**config.mk**
```make
export PLATFORM = sky130hd
export DESIGN_NAME = source_token_lexer_unit
export DESIGN_NICKNAME = d
export VERILOG_FILES = /design/src/hw/rtl/stl_pkg.sv /design/src/hw/rtl/source_token_lexer_unit.sv /design/src/hw/rtl/stl_scan.sv /design/src/hw/rtl/stl_rsp_fifo.sv
export SDC_FILE = /design/constraint.sdc
export NUM_CORES = 1
export LEC_CHECK = 0
export BUFFER_PORTS_ARGS = -buffer_cell sky130_fd_sc_hd__buf_2
export CAP_MARGIN = 25
export CORE_UTILIZATION = 45
export CTS_CLUSTER_SIZE = 25
export DETAILED_ROUTE_END_ITERATION = 10
export PLACE_DENSITY = 0.71
export RECOVER_POWER = 100
export SYNTH_ARGS = -nofsm -noshare
export SYNTH_HDL_FRONTEND = slang
export SYNTH_SLANG_ARGS = --single-unit
```
**constraint.sdc**
```tcl
create_clock -name clock -period 4.5 [get_ports clock]
set_clock_uncertainty 0.2 [all_clocks]
set_input_delay 0.675 -clock clock [delete_from_list [all_inputs] [get_ports clock]]
set_output_delay 0.675 -clock clock [all_outputs]
set_load 0.02 [all_outputs]
```
**src/hw/rtl/stl_pkg.sv**
```systemverilog
// Shared beat types, token kind codes and character-class helpers for the lexer.
`default_nettype none

package stl_pkg;

   // token kind codes
   localparam logic [4:0] KIND_KEYWORD     = 5'd0;
   localparam logic [4:0] KIND_ARROW       = 5'd1;
   localparam logic [4:0] KIND_STRING      = 5'd2;
   localparam logic [4:0] KIND_IDENT       = 5'd3;
   localparam logic [4:0] KIND_INTEGER     = 5'd4;
   localparam logic [4:0] KIND_ASSIGN      = 5'd5;
   localparam logic [4:0] KIND_PLUS        = 5'd6;
   localparam logic [4:0] KIND_MINUS       = 5'd7;
   localparam logic [4:0] KIND_PERCENT     = 5'd8;
   localparam logic [4:0] KIND_STAR        = 5'd9;
   localparam logic [4:0] KIND_SLASH       = 5'd10;
   localparam logic [4:0] KIND_COLON       = 5'd11;
   localparam logic [4:0] KIND_COMMA       = 5'd12;
   localparam logic [4:0] KIND_LBRACE      = 5'd13;
   localparam logic [4:0] KIND_RBRACE      = 5'd14;
   localparam logic [4:0] KIND_LBRACKET    = 5'd15;
   localparam logic [4:0] KIND_RBRACKET    = 5'd16;
   localparam logic [4:0] KIND_LPAREN      = 5'd17;
   localparam logic [4:0] KIND_RPAREN      = 5'd18;
   localparam logic [4:0] KIND_LESS_EQ     = 5'd19;
   localparam logic [4:0] KIND_LESS        = 5'd20;
   localparam logic [4:0] KIND_GREATER_EQ  = 5'd21;
   localparam logic [4:0] KIND_GREATER     = 5'd22;
   localparam logic [4:0] KIND_UNKNOWN     = 5'd23;
   localparam logic [4:0] KIND_UNTERM      = 5'd24;

   // keyword spellings as packed byte strings
   localparam logic [47:0] WORD_IF     = 48'h0000_0000_6966;
   localparam logic [47:0] WORD_ELSE   = 48'h0000_656C_7365;
   localparam logic [47:0] WORD_RETURN = 48'h7265_7475_726E;

   // characters with a role of their own
   localparam logic [7:0] CHAR_SPACE   = 8'h20;
   localparam logic [7:0] CHAR_CR      = 8'h0D;
   localparam logic [7:0] CHAR_LF      = 8'h0A;
   localparam logic [7:0] CHAR_QUOTE   = 8'h22;
   localparam logic [7:0] CHAR_MINUS   = 8'h2D;
   localparam logic [7:0] CHAR_LESS    = 8'h3C;
   localparam logic [7:0] CHAR_GREATER = 8'h3E;
   localparam logic [7:0] CHAR_EQUAL   = 8'h3D;
   localparam logic [7:0] CHAR_UNDER   = 8'h5F;

   typedef struct packed {
      logic [7:0] text_byte;
      logic       end_of_text;
   } req_type;

   typedef struct packed {
      logic [4:0]  token_kind;
      logic [15:0] token_start;
      logic [15:0] token_length;
      logic        last_of_item;
   } rsp_type;

   // up to two tokens from one input beat, packed toward first
   typedef struct packed {
      logic [1:0] count;
      rsp_type    first;
      rsp_type    second;
   } token_pair_type;

   function automatic logic is_alpha(input logic [7:0] c);
      return (c >= 8'h61 && c <= 8'h7A) || (c >= 8'h41 && c <= 8'h5A) || (c == CHAR_UNDER);
   endfunction

   function automatic logic is_digit(input logic [7:0] c);
      return (c >= 8'h30 && c <= 8'h39);
   endfunction

   // single-character operators and brackets; anything else is unknown
   function automatic logic [4:0] single_kind(input logic [7:0] c);
      logic [4:0] k;
      k = KIND_UNKNOWN;
      unique case (c)
         8'h3D:   k = KIND_ASSIGN;
         8'h2B:   k = KIND_PLUS;
         8'h2D:   k = KIND_MINUS;
         8'h25:   k = KIND_PERCENT;
         8'h2A:   k = KIND_STAR;
         8'h2F:   k = KIND_SLASH;
         8'h3A:   k = KIND_COLON;
         8'h2C:   k = KIND_COMMA;
         8'h7B:   k = KIND_LBRACE;
         8'h7D:   k = KIND_RBRACE;
         8'h5B:   k = KIND_LBRACKET;
         8'h5D:   k = KIND_RBRACKET;
         8'h28:   k = KIND_LPAREN;
         8'h29:   k = KIND_RPAREN;
         default: k = KIND_UNKNOWN;
      endcase
      return k;
   endfunction

endpackage

`default_nettype wire

```
**src/hw/rtl/source_token_lexer_unit.sv**
```systemverilog
// Top level of the streaming source lexer: scanner plus result queue.
//
//   channel | direction | beat     | carries
//   req     | in        | req_type | one source byte or end of text
//   rsp     | out       | rsp_type | one token: kind, start, length, last flag
//
// One source byte is taken per cycle while the queue has room; req_ready stays high
// while the four-entry token queue has room for two.
// A beat that closes a token and is itself a one-character token yields two rsp beats.
// A token is written into the queue when the byte that completes it is taken.
// Synchronous reset empties the queue and returns the scanner to idle at offset zero.
// Stalls on rsp fill the queue; req_ready drops once fewer than two entries are free.
`default_nettype none

module source_token_lexer_unit
   import stl_pkg::*;
#(
   parameter int OFFSET_BITS = 16
) (
   input  logic    clock,
   input  logic    reset,
   input  logic    req_valid,
   output logic    req_ready,
   input  req_type req_beat,
   output logic    rsp_valid,
   input  logic    rsp_ready,
   output rsp_type rsp_beat
);

   // counters saturate at the smaller of the offset width and the field width
   localparam int CNT_BITS = (OFFSET_BITS < 16) ? OFFSET_BITS : 16;

   token_pair_type tokens;
   logic           item_accept;
   logic           room;

   assign item_accept = req_valid && room;
   assign req_ready   = room;

   stl_scan #(
      .CNT_BITS (CNT_BITS)
   ) u_scan (
      .clock       (clock),
      .reset       (reset),
      .item_accept (item_accept),
      .item        (req_beat),
      .tokens      (tokens)
   );

   stl_rsp_fifo u_fifo (
      .clock     (clock),
      .reset     (reset),
      .push      (tokens),
      .pop       (rsp_valid && rsp_ready),
      .room      (room),
      .out_valid (rsp_valid),
      .out_beat  (rsp_beat)
   );

endmodule

`default_nettype wire

```
**src/hw/rtl/stl_scan.sv**
```systemverilog
// Scanner state and per-byte transition: closes the pending token and starts the next.
`default_nettype none

module stl_scan
   import stl_pkg::*;
#(
   parameter int CNT_BITS = 16
) (
   input  logic           clock,
   input  logic           reset,
   input  logic           item_accept,
   input  req_type        item,
   output token_pair_type tokens
);

   typedef enum logic [2:0] {
      MODE_IDLE,
      MODE_IDENT,
      MODE_INT,
      MODE_STRING,
      MODE_MINUS,
      MODE_LESS,
      MODE_GREATER
   } mode_type;

   localparam logic [CNT_BITS-1:0] SAT = '1;
   localparam logic [CNT_BITS-1:0] ONE = CNT_BITS'(1);
   localparam logic [CNT_BITS-1:0] TWO = CNT_BITS'(2);
   localparam logic [CNT_BITS-1:0] SIX = CNT_BITS'(6);

   function automatic logic [CNT_BITS-1:0] sat_inc(input logic [CNT_BITS-1:0] v);
      return (v == SAT) ? v : v + ONE;
   endfunction

   mode_type            mode_ff, mode_in;
   logic [CNT_BITS-1:0] pos_ff, pos_in;
   logic [CNT_BITS-1:0] pstart_ff, pstart_in;
   logic [CNT_BITS-1:0] plen_ff, plen_in;
   logic [47:0]         prefix_ff, prefix_in;

   logic                pend_emit;
   logic [4:0]          pend_kind;
   logic [CNT_BITS-1:0] pend_len;
   logic                start_emit;
   logic [4:0]          start_kind;
   logic                restart;
   logic [7:0]          c;
   logic                alnum;
   logic [4:0]          ident_kind;
   rsp_type             pend_tok, start_tok;

   assign c     = item.text_byte;
   assign alnum = is_alpha(c) || is_digit(c);

   // whole-word keyword match on the collected prefix
   always_comb begin
      ident_kind = KIND_IDENT;
      if ((plen_ff == TWO && prefix_ff == WORD_IF) ||
          (plen_ff == CNT_BITS'(4) && prefix_ff == WORD_ELSE) ||
          (plen_ff == SIX && prefix_ff == WORD_RETURN)) begin
         ident_kind = KIND_KEYWORD;
      end
   end

   // next state and emitted tokens for one beat
   always_comb begin
      mode_in    = mode_ff;
      pos_in     = pos_ff;
      pstart_in  = pstart_ff;
      plen_in    = plen_ff;
      prefix_in  = prefix_ff;
      pend_emit  = 1'b0;
      pend_kind  = KIND_IDENT;
      pend_len   = plen_ff;
      start_emit = 1'b0;
      start_kind = KIND_UNKNOWN;
      restart    = 1'b0;

      if (item.end_of_text) begin
         // flush whatever is pending
         pend_emit = (mode_ff != MODE_IDLE);
         unique case (mode_ff)
            MODE_IDENT:   pend_kind = ident_kind;
            MODE_INT:     pend_kind = KIND_INTEGER;
            MODE_STRING:  pend_kind = KIND_UNTERM;
            MODE_MINUS:   begin pend_kind = KIND_MINUS;   pend_len = ONE; end
            MODE_LESS:    begin pend_kind = KIND_LESS;    pend_len = ONE; end
            MODE_GREATER: begin pend_kind = KIND_GREATER; pend_len = ONE; end
            default:      pend_kind = KIND_IDENT;
         endcase
         mode_in   = MODE_IDLE;
         pstart_in = '0;
         plen_in   = '0;
         prefix_in = '0;
         pos_in    = '0;
      end else begin
         pos_in = sat_inc(pos_ff);
         unique case (mode_ff)
            MODE_IDENT: begin
               if (alnum) begin
                  if (plen_ff < SIX) prefix_in = {prefix_ff[39:0], c};
                  plen_in = sat_inc(plen_ff);
               end else begin
                  pend_emit = 1'b1;
                  pend_kind = ident_kind;
                  restart   = 1'b1;
               end
            end
            MODE_INT: begin
               if (is_digit(c)) begin
                  if (plen_ff < SIX) prefix_in = {prefix_ff[39:0], c};
                  plen_in = sat_inc(plen_ff);
               end else begin
                  pend_emit = 1'b1;
                  pend_kind = KIND_INTEGER;
                  restart   = 1'b1;
               end
            end
            MODE_STRING: begin
               plen_in = sat_inc(plen_ff);
               if (c == CHAR_QUOTE) begin
                  pend_emit = 1'b1;
                  pend_kind = KIND_STRING;
                  pend_len  = sat_inc(plen_ff);
                  mode_in   = MODE_IDLE;
                  pstart_in = '0;
                  plen_in   = '0;
                  prefix_in = '0;
               end
            end
            MODE_MINUS, MODE_LESS, MODE_GREATER: begin
               pend_emit = 1'b1;
               if (mode_ff == MODE_MINUS && c == CHAR_GREATER) begin
                  pend_kind = KIND_ARROW;
                  pend_len  = TWO;
               end else if (mode_ff == MODE_LESS && c == CHAR_EQUAL) begin
                  pend_kind = KIND_LESS_EQ;
                  pend_len  = TWO;
               end else if (mode_ff == MODE_GREATER && c == CHAR_EQUAL) begin
                  pend_kind = KIND_GREATER_EQ;
                  pend_len  = TWO;
               end else begin
                  pend_len = ONE;
                  restart  = 1'b1;
                  unique case (mode_ff)
                     MODE_MINUS: pend_kind = KIND_MINUS;
                     MODE_LESS:  pend_kind = KIND_LESS;
                     default:    pend_kind = KIND_GREATER;
                  endcase
               end
               mode_in   = MODE_IDLE;
               pstart_in = '0;
               plen_in   = '0;
               prefix_in = '0;
            end
            default: restart = 1'b1;
         endcase

         // start a new token from this byte
         if (restart) begin
            mode_in   = MODE_IDLE;
            pstart_in = '0;
            plen_in   = '0;
            prefix_in = '0;
            if (c == CHAR_SPACE || c == CHAR_CR || c == CHAR_LF) begin
               mode_in = MODE_IDLE;
            end else if (c == CHAR_QUOTE || is_alpha(c) || is_digit(c) ||
                         c == CHAR_MINUS || c == CHAR_LESS || c == CHAR_GREATER) begin
               pstart_in = pos_ff;
               plen_in   = ONE;
               if (c == CHAR_QUOTE) begin
                  mode_in = MODE_STRING;
               end else if (is_alpha(c)) begin
                  mode_in   = MODE_IDENT;
                  prefix_in = {40'd0, c};
               end else if (is_digit(c)) begin
                  mode_in = MODE_INT;
               end else if (c == CHAR_MINUS) begin
                  mode_in = MODE_MINUS;
               end else if (c == CHAR_LESS) begin
                  mode_in = MODE_LESS;
               end else begin
                  mode_in = MODE_GREATER;
               end
            end else begin
               start_emit = 1'b1;
               start_kind = single_kind(c);
            end
         end
      end
   end

   // pack tokens, first slot filled first
   always_comb begin
      pend_tok.token_kind    = pend_kind;
      pend_tok.token_start   = 16'(pstart_ff);
      pend_tok.token_length  = 16'(pend_len);
      pend_tok.last_of_item  = !start_emit;
      start_tok.token_kind   = start_kind;
      start_tok.token_start  = 16'(pos_ff);
      start_tok.token_length = 16'd1;
      start_tok.last_of_item = 1'b1;

      tokens.first  = pend_emit ? pend_tok : start_tok;
      tokens.second = start_tok;
      tokens.count  = item_accept ? (2'(pend_emit) + 2'(start_emit)) : 2'd0;
   end

   always_ff @(posedge clock) begin
      if (reset) begin
         mode_ff   <= MODE_IDLE;
         pos_ff    <= '0;
         pstart_ff <= '0;
         plen_ff   <= '0;
         prefix_ff <= '0;
      end else if (item_accept) begin
         mode_ff   <= mode_in;
         pos_ff    <= pos_in;
         pstart_ff <= pstart_in;
         plen_ff   <= plen_in;
         prefix_ff <= prefix_in;
      end
   end

endmodule

`default_nettype wire

```
**src/hw/rtl/stl_rsp_fifo.sv**
```systemverilog
// Four-entry token queue: takes up to two tokens a cycle, delivers one beat a cycle while pop is high.
`default_nettype none

module stl_rsp_fifo
   import stl_pkg::*;
(
   input  logic           clock,
   input  logic           reset,
   input  token_pair_type push,
   input  logic           pop,
   output logic           room,
   output logic           out_valid,
   output rsp_type        out_beat
);

   localparam int DEPTH = 4;
   localparam int PTR_W = $clog2(DEPTH);
   localparam int CNT_W = PTR_W + 1;

   rsp_type            entries_ff [DEPTH];
   logic [PTR_W-1:0]   wr_ptr_ff, wr_ptr_in;
   logic [PTR_W-1:0]   rd_ptr_ff, rd_ptr_in;
   logic [CNT_W-1:0]   count_ff, count_in;
   logic [PTR_W-1:0]   wr_next;

   assign wr_next   = wr_ptr_ff + PTR_W'(1);
   assign wr_ptr_in = wr_ptr_ff + PTR_W'(push.count);
   assign rd_ptr_in = rd_ptr_ff + PTR_W'(pop);
   assign count_in  = count_ff + CNT_W'(push.count) - CNT_W'(pop);

   // room for a full pair of tokens
   assign room      = (count_ff <= CNT_W'(DEPTH - 2));
   assign out_valid = (count_ff != '0);
   assign out_beat  = entries_ff[rd_ptr_ff];

   always_ff @(posedge clock) begin
      if (reset) begin
         wr_ptr_ff <= '0;
         rd_ptr_ff <= '0;
         count_ff  <= '0;
      end else begin
         wr_ptr_ff <= wr_ptr_in;
         rd_ptr_ff <= rd_ptr_in;
         count_ff  <= count_in;
      end
   end

   // payload storage
   always_ff @(posedge clock) begin
      if (push.count != 2'd0) entries_ff[wr_ptr_ff] <= push.first;
      if (push.count == 2'd2) entries_ff[wr_next] <= push.second;
   end

endmodule

`default_nettype wire

```
==> results.toml, run 1 <==
[status]
outcome = "complete, no violations"

[global_route]
grt_pass1_wl_um = 52500
grt_pass1_vias = 9687
antenna_found_initial = 0
gr-usage-all-layers_pct = 22.8
grt_start_max_net_pins = 44
overflow = 0

[cells_and_area]
antenna_cells = 0
syn2layout_area_growth_pct = 11.4
layout_commonest_cell = "dfxtp_1"
post-route-util_pct = 50.9
fin_nets = 1284
layout-drive-gt1-share_pct = 14.0
final_cell_mix = "173 x dfxtp_1, 145 x a22o_1, 106 x nand2_1"
instances_no_fill = 1656
fill_cells = 2505

[floorplanning]
die_y_um = 170
rows = 61
fp.dieW_um = 170
core_um2 = 27800
ioPinCount = 53
dieArea_um2 = 28900
start_util_pct = 45.7

[clocking]
clk_path_buf_depth = 3
clk_pin_slew_worst_paths_ps = 60
cts.repair.resized = 0
cts_tree = "yes"
cts_root_buf = "clkbuf_16"
clk_latency_ps = 530
post_cts_buffers = 0
h-tree-depth = 1
cts.sink_count = 258
cts_made_buffers = 26
hold_buffers = 0

[routing]
vias_per_cell = 6.11
dr.pass1.iters = 6
drtIter0Drc = 925
antenna_left = 0
wl_per_cell_um = 19.7
num_vias = 10100
drc_errors = 0
drt_wl_total_um = 32600

[place]
dp_slack_ps = 183
hpwlAfterDp_um = 21700
place_inst = 1609
gp_congestion = 0.943
io_buffers = 52

[power]
p_comb_share_pct = 18.2
ir_drop_uv = 267
power_frac_seq_pct = 45.4
total_power_uw = 5680
swShare_pct = 28.7
clockPowerShare_pct = 36.4
p_int_uw = 4050
p_leak_uw = 0.00479
power.switching_uw = 1630
power_density_nw_per_um2 = 402

[sta]
post-route-min-period_ps = 4050
hold_viol = 0
finalWorstSetupSlack_ps = 447
fin_crit_sh_pct = 90.1
slew_headroom_pct = 7.24
fmax_mhz = 247
slew_violations = 0
setup_viol = 0
finalSetupTns_ps = 0
worst_pin_slew_ps = 1390
rsz0062_at_grt = "no"

[worst_hold_path]
holdPathStages = 2
whs_endpoint = "u_scan.prefix_ff[40]"
hold_class = "register to register"
min_from = "u_scan.prefix_ff[40]"

[job]
cap_violations = 0

[worst_setup_path]
cp-end-kind = "register"
worstPathMaxFanout = 22
rr_worst_depth = 12
worstSetupPathType = "input pin to register"
worstReg2RegEnd = "u_fifo.entries_ff[2][32]"
regToRegSetupSlack_ps = 650
r2r_start = "u_scan.mode_ff[1]"
startpoint_type = "input pin"
crit_required_ps = 4490
arrival_ps = 4040

[synthesis]
ys_seq_area_share_pct = 47.3
synth_seq_cells = 258
yosys_warnings = 0
synth_nets = 1251
synth_cell_types = 89
syn_area_um2 = 12700
synth_top_flop_cell = "dfxtp_1"
syn_avg_cell_area_um2 = 10.4
ys_async_sr_fraction_pct = 0
synth-edff-count = 84
synthCells = 1227
[synthesized netlist by cell type, types with 4 or more instances]
cell type	number	area, um2
a22o_1	145	1270
nand3_1	68	340
xor2_1	11	96.3
xnor2_1	11	96.3
or4_1	11	82.6
ha_1	10	125
nor3_1	17	85.1
o22ai_1	15	93.8
and3_1	12	75.1
nor2b_1	14	87.6
mux2i_1	7	70.1
a21o_1	5	37.5
buf_1	8	30.0
o21ai_1	4	20.0
or3_1	11	68.8
inv_1	22	82.6
a211oi_1	4	30.0
nand2b_1	13	81.3
a31oi_1	10	62.6
and4_1	4	35.0
nand4_1	23	144
buf_2	20	100
o2111ai_1	4	35.0
o22a_1	4	35.0
o211ai_1	5	37.5
mux4_2	38	856
o32a_1	4	40.0
nor3_2	7	70.1
nor4_1	17	106
nand2_1	106	398
o31ai_1	6	45.0
clkbuf_1	65	244
buf_6	4	45.0
dfxtp_1	174	3480
nor2_1	66	248
buf_4	5	37.5
o2bb2ai_1	6	52.6
o21ai_0	35	175
or2_1	4	25.0
edfxtp_1	84	2520
a21oi_1	72	360
and2_1	10	62.6
[power groups by stage]
stage / Clock (uW) / Sequential (uW) / Combinational, uW
floorplan: 0 / 2560 / 802
global placement: 0 / 2650 / 1030
detailed placement: 0 / 2660 / 1040
CTS: 2110 / 2600 / 1050
global route: 2200 / 2590 / 1120
finish: 2070 / 2580 / 1030
[critical path, stage by stage]
cell and delay [ps]:
buf_2 170, or4_1 520, o21ai_0 370, o211ai_1 140
a21oi_1 200, o211ai_1 170, inv_1 100, ha_1 250
o21ai_0 200, nor2_1 610, nor2_1 140, inv_1 120
clkbuf_4 390
[cells by family after synthesis]
kind of cell               Yosys count  share of synthesized area, %
muxes                               45                          7.29
buffers and inverters              125                          4.28
AOI/OAI and AO/OA                  347                          20.4
DFF                                258                          47.3
adders and majority gates           11                          1.14
and+or+nand+nor                    419                          18.1
xor gates and xnor gates            22                          1.52
[flip-flops by register name (all words and copies together), names as in the netlist]
name               cells
u_scan.mode_ff         3
u_fifo.rd_ptr_ff       2
u_scan.prefix_ff      48
u_scan.pstart_ff      16
u_fifo.wr_ptr_ff       2
u_scan.pos_ff         16
u_fifo.entries_ff    152
u_scan.plen_ff        16
u_fifo.count_ff        3
[per-stage QoR]
stage          hold WS [ps]  area (um2)
5_1_grt                 279       14100
2_1_floorplan           227       12700
4_1_cts                 254       14300
3_3_place_gp            238       13400
6_report                249       14100
3_5_place_dp            246       13400
[area by class of cell]
type | instances | area (um2) | area share (%)
well taps | 378 | 473 | 3.34
inverters | 23 | 86.3 | 0.610
flip-flops and latches | 258 | 6010 | 42.5
clock inverters | 12 | 93.8 | 0.663
clock buffers | 34 | 721 | 5.09
repair buffers | 107 | 637 | 4.50
multi-input cells | 844 | 6130 | 43.3
[layer usage]
metal	GRT usage, %	share of wire, %	vias to the layer above
li1	-	-	4771
met1	31.4	44	4900
met2	37.1	47	381
met3	2.81	5.9	67
met4	7.64	2.8	0
met5	0	0	-
[worst max path at each step]
stage                           start                       end  slack, ps  depth (start not counted)
finish                    req_beat[1]  u_fifo.entries_ff[2][32]        450                         13
global route              req_beat[1]  u_fifo.entries_ff[2][28]        180                         13
CTS                 u_scan.mode_ff[1]  u_fifo.entries_ff[3][29]        730                         13
detailed placement        req_beat[5]  u_fifo.entries_ff[0][32]        180                         12
global placement          req_beat[3]  u_fifo.entries_ff[3][23]        200                         15
floorplan                 req_beat[2]  u_fifo.entries_ff[1][17]        170                         15
No activity file was read; power rests on OpenSTA's default activity.
==> inputs of run 2 (changes only) <==
==> constraint.sdc (replaced) <==
create_clock -name clock -period 3.3 [get_ports clock]
set_clock_uncertainty 0.2 [all_clocks]
set_input_delay 0.495 -clock clock [delete_from_list [all_inputs] [get_ports clock]]
set_output_delay 0.495 -clock clock [all_outputs]
set_load 0.02 [all_outputs]
==> run 2 against run 1 <==
The run now ends with setup timing left; cell area up 10%; critical path depth up 4; core utilization up 5.3 points; clock power up 57%; total power up 48%.
==> results.toml, run 2 (synthesis results as in run 1) <==
[worst_setup_path]
worstReg2RegEnd = "u_fifo.count_ff[2]"
crit_chain = "buf_12, and4bb_2, nand4_1, o211ai_1, o2bb2ai_2, o211ai_1, inv_1, ha_4, and3_4, inv_2, ha_4, inv_2, ha_4, fa_2, xor2_2, xnor2_1, nor2_1"
cp-end-kind = "register"
crit_required_ps = 3520
arrival_ps = 3530
worstPathMaxFanout = 10
crit_family = "adder cells"
rr_worst_depth = 15
cp_slowest_cell = "fa_2"
critPathBufInv = 4
startpoint_type = "input pin"
r2r_start = "u_scan.mode_ff[1]"
cpMostUsedCell = "ha_4"
cp.depth = 17
regToRegSetupSlack_ps = 10
worstSetupPathType = "input pin to register"
cpPeakStageDelay_ps = 340

[floorplanning]
dieArea_um2 = 28900
start_util_pct = 45.7
fp.dieW_um = 170
core_um2 = 27800
rows = 61
ioPinCount = 53
die_y_um = 170

[worst_hold_path]
hold_class = "input pin to register"
holdPathStages = 3
min_from = "req_beat[6]"
whs_endpoint = "u_scan.prefix_ff[5]"

[place]
hpwlAfterDp_um = 24000
io_buffers = 52
gp_congestion = 0.892
dpl_cell_area_um2 = 14600

[clocking]
h-tree-depth = 1
hold_buffers = 0
clk_path_buf_depth = 3
cts_tree = "yes"
clk_latency_ps = 560
cts_made_buffers = 27
clk_pin_slew_worst_paths_ps = 60
cts.sink_count = 258
cts_root_buf = "clkbuf_16"

[sta]
fin_crit_sh_pct = 100
worst_pin_slew_ps = 908
slew_headroom_pct = 39.0
finalWorstSetupSlack_ps = -4.77
rsz0062_at_grt = "yes"
slew_violations = 0
setup_viol = 1
hold_viol = 0
post-route-min-period_ps = 3300
fmax_mhz = 303

[cells_and_area]
multi_input_area_um2 = 6360
top_register = "u_fifo.entries_ff"
antenna_cells = 0
fill_cells = 2436
fin_nets = 1391
final_area_um2 = 15600
final_cell_mix = "170 x dfxtp_1, 145 x a22o_1, 132 x buf_4"
layout_commonest_cell = "dfxtp_1"
area.sequential_um2 = 6010
syn2layout_area_growth_pct = 22.9
layout-drive-gt1-share_pct = 25.1
post-route-util_pct = 56.2
largestRegisters = "u_fifo.entries_ff x152, u_scan.prefix_ff x48"
largest_reg_flops = 152

[power]
ir_drop_uv = 429
total_power_uw = 8420
p_comb_share_pct = 20.2
swShare_pct = 28.3
power.switching_uw = 2380
p_leak_uw = 0.00551
power_frac_seq_pct = 41.4
power_density_nw_per_um2 = 539
p_int_uw = 6030
clockPowerShare_pct = 38.5

[status]
violations = "setup timing"
outcome = "finished, violations left"

[job]
cap_violations = 0

[routing]
wl_per_cell_um = 19.9
num_vias = 10600
dr.pass1.iters = 5
antenna_left = 0
vias_per_cell = 5.98
drt_wl_total_um = 35100
drc_errors = 0
drtIter0Drc = 975

[global_route]
grt_start_max_net_pins = 46
grt_pass1_vias = 10200
grt_pass1_wl_um = 55700
gr-usage-all-layers_pct = 24.3
overflow = 0
antenna_found_initial = 0
## run 2: changes by cell type in the layout (fill, tap and decap cells not counted), moves of 5 or more
cell      change
clkbuf_2     +14
nor2_4        +5
buf_4        +93
inv_1         -6
nor2_1        -8
clkbuf_1     -18
buf_12       +17
## run 2: per-stage QoR
stage	TNS (ps)	hold slack (ps)	std cells	worst slack (ps)
2_1_floorplan	-90260	227	1227	-622
3_3_place_gp	-77760	236	1712	-578
3_5_place_dp	-87650	242	1712	-600
4_1_cts	-31.1	113	1762	-31.1
5_1_grt	-978	89.4	1766	-93.0
6_report	-4.77	77.6	1766	-4.77
## run 2: cell type report
cell class | count | share of cell area [%]
Clock inverter | 10 | 0.929
Tap cell | 378 | 3.03
Sequential cell | 258 | 38.5
Timing Repair Buffer | 213 | 11.0
Clock buffer | 40 | 5.18
Multi-Input combinational cell | 844 | 40.7
Inverter | 23 | 0.665
## run 2: how the worst max path moves through the flow
stage,start,endpoint,slack [ps]
4_1_cts,req_beat[6],u_fifo.count_ff[2],-30
3_5_place_dp,req_beat[6],u_fifo.count_ff[2],-600
3_3_place_gp,req_beat[6],u_fifo.count_ff[2],-580
5_1_grt,u_scan.mode_ff[1],u_fifo.count_ff[2],-90
6_report,req_beat[6],u_fifo.count_ff[2],-5
2_1_floorplan,req_beat[2],u_fifo.count_ff[2],-620
## run 2: power groups by stage
stage	clock network (uW)	logic, uW	registers [uW]
4_1_cts	3270	1710	3480
5_1_grt	3400	1830	3490
3_5_place_dp	0	1700	3550
2_1_floorplan	0	1140	3500
6_report	3240	1700	3480
3_3_place_gp	0	1690	3540
## run 2: worst reg2reg max path, delay by kind of cell, from the launching register on
kind | cells | cell delay [ps]
AO/OA/AOI/OAI | 4 | 840
AND/OR/NAND/NOR | 2 | 230
buffers and inverters | 3 | 220
flip-flops | 1 | 360
adder cells (fa/ha/maj) | 4 | 1020
XOR/XNOR | 2 | 290
## run 2: per-layer routing
metal / track usage [%] / share of wire, %
met2: 41.2 / 49
met1: 32.9 / 44
met5: 0 / 0
met3: 2.53 / 4.7
met4: 6.93 / 2.3
## run 2: what timing repair did
action,in CTS,in global routing
gates cloned,0,1
setup buffers,0,3
pin swaps,1,14
setup endpoints to repair,14,141
gates resized for setup,2,32
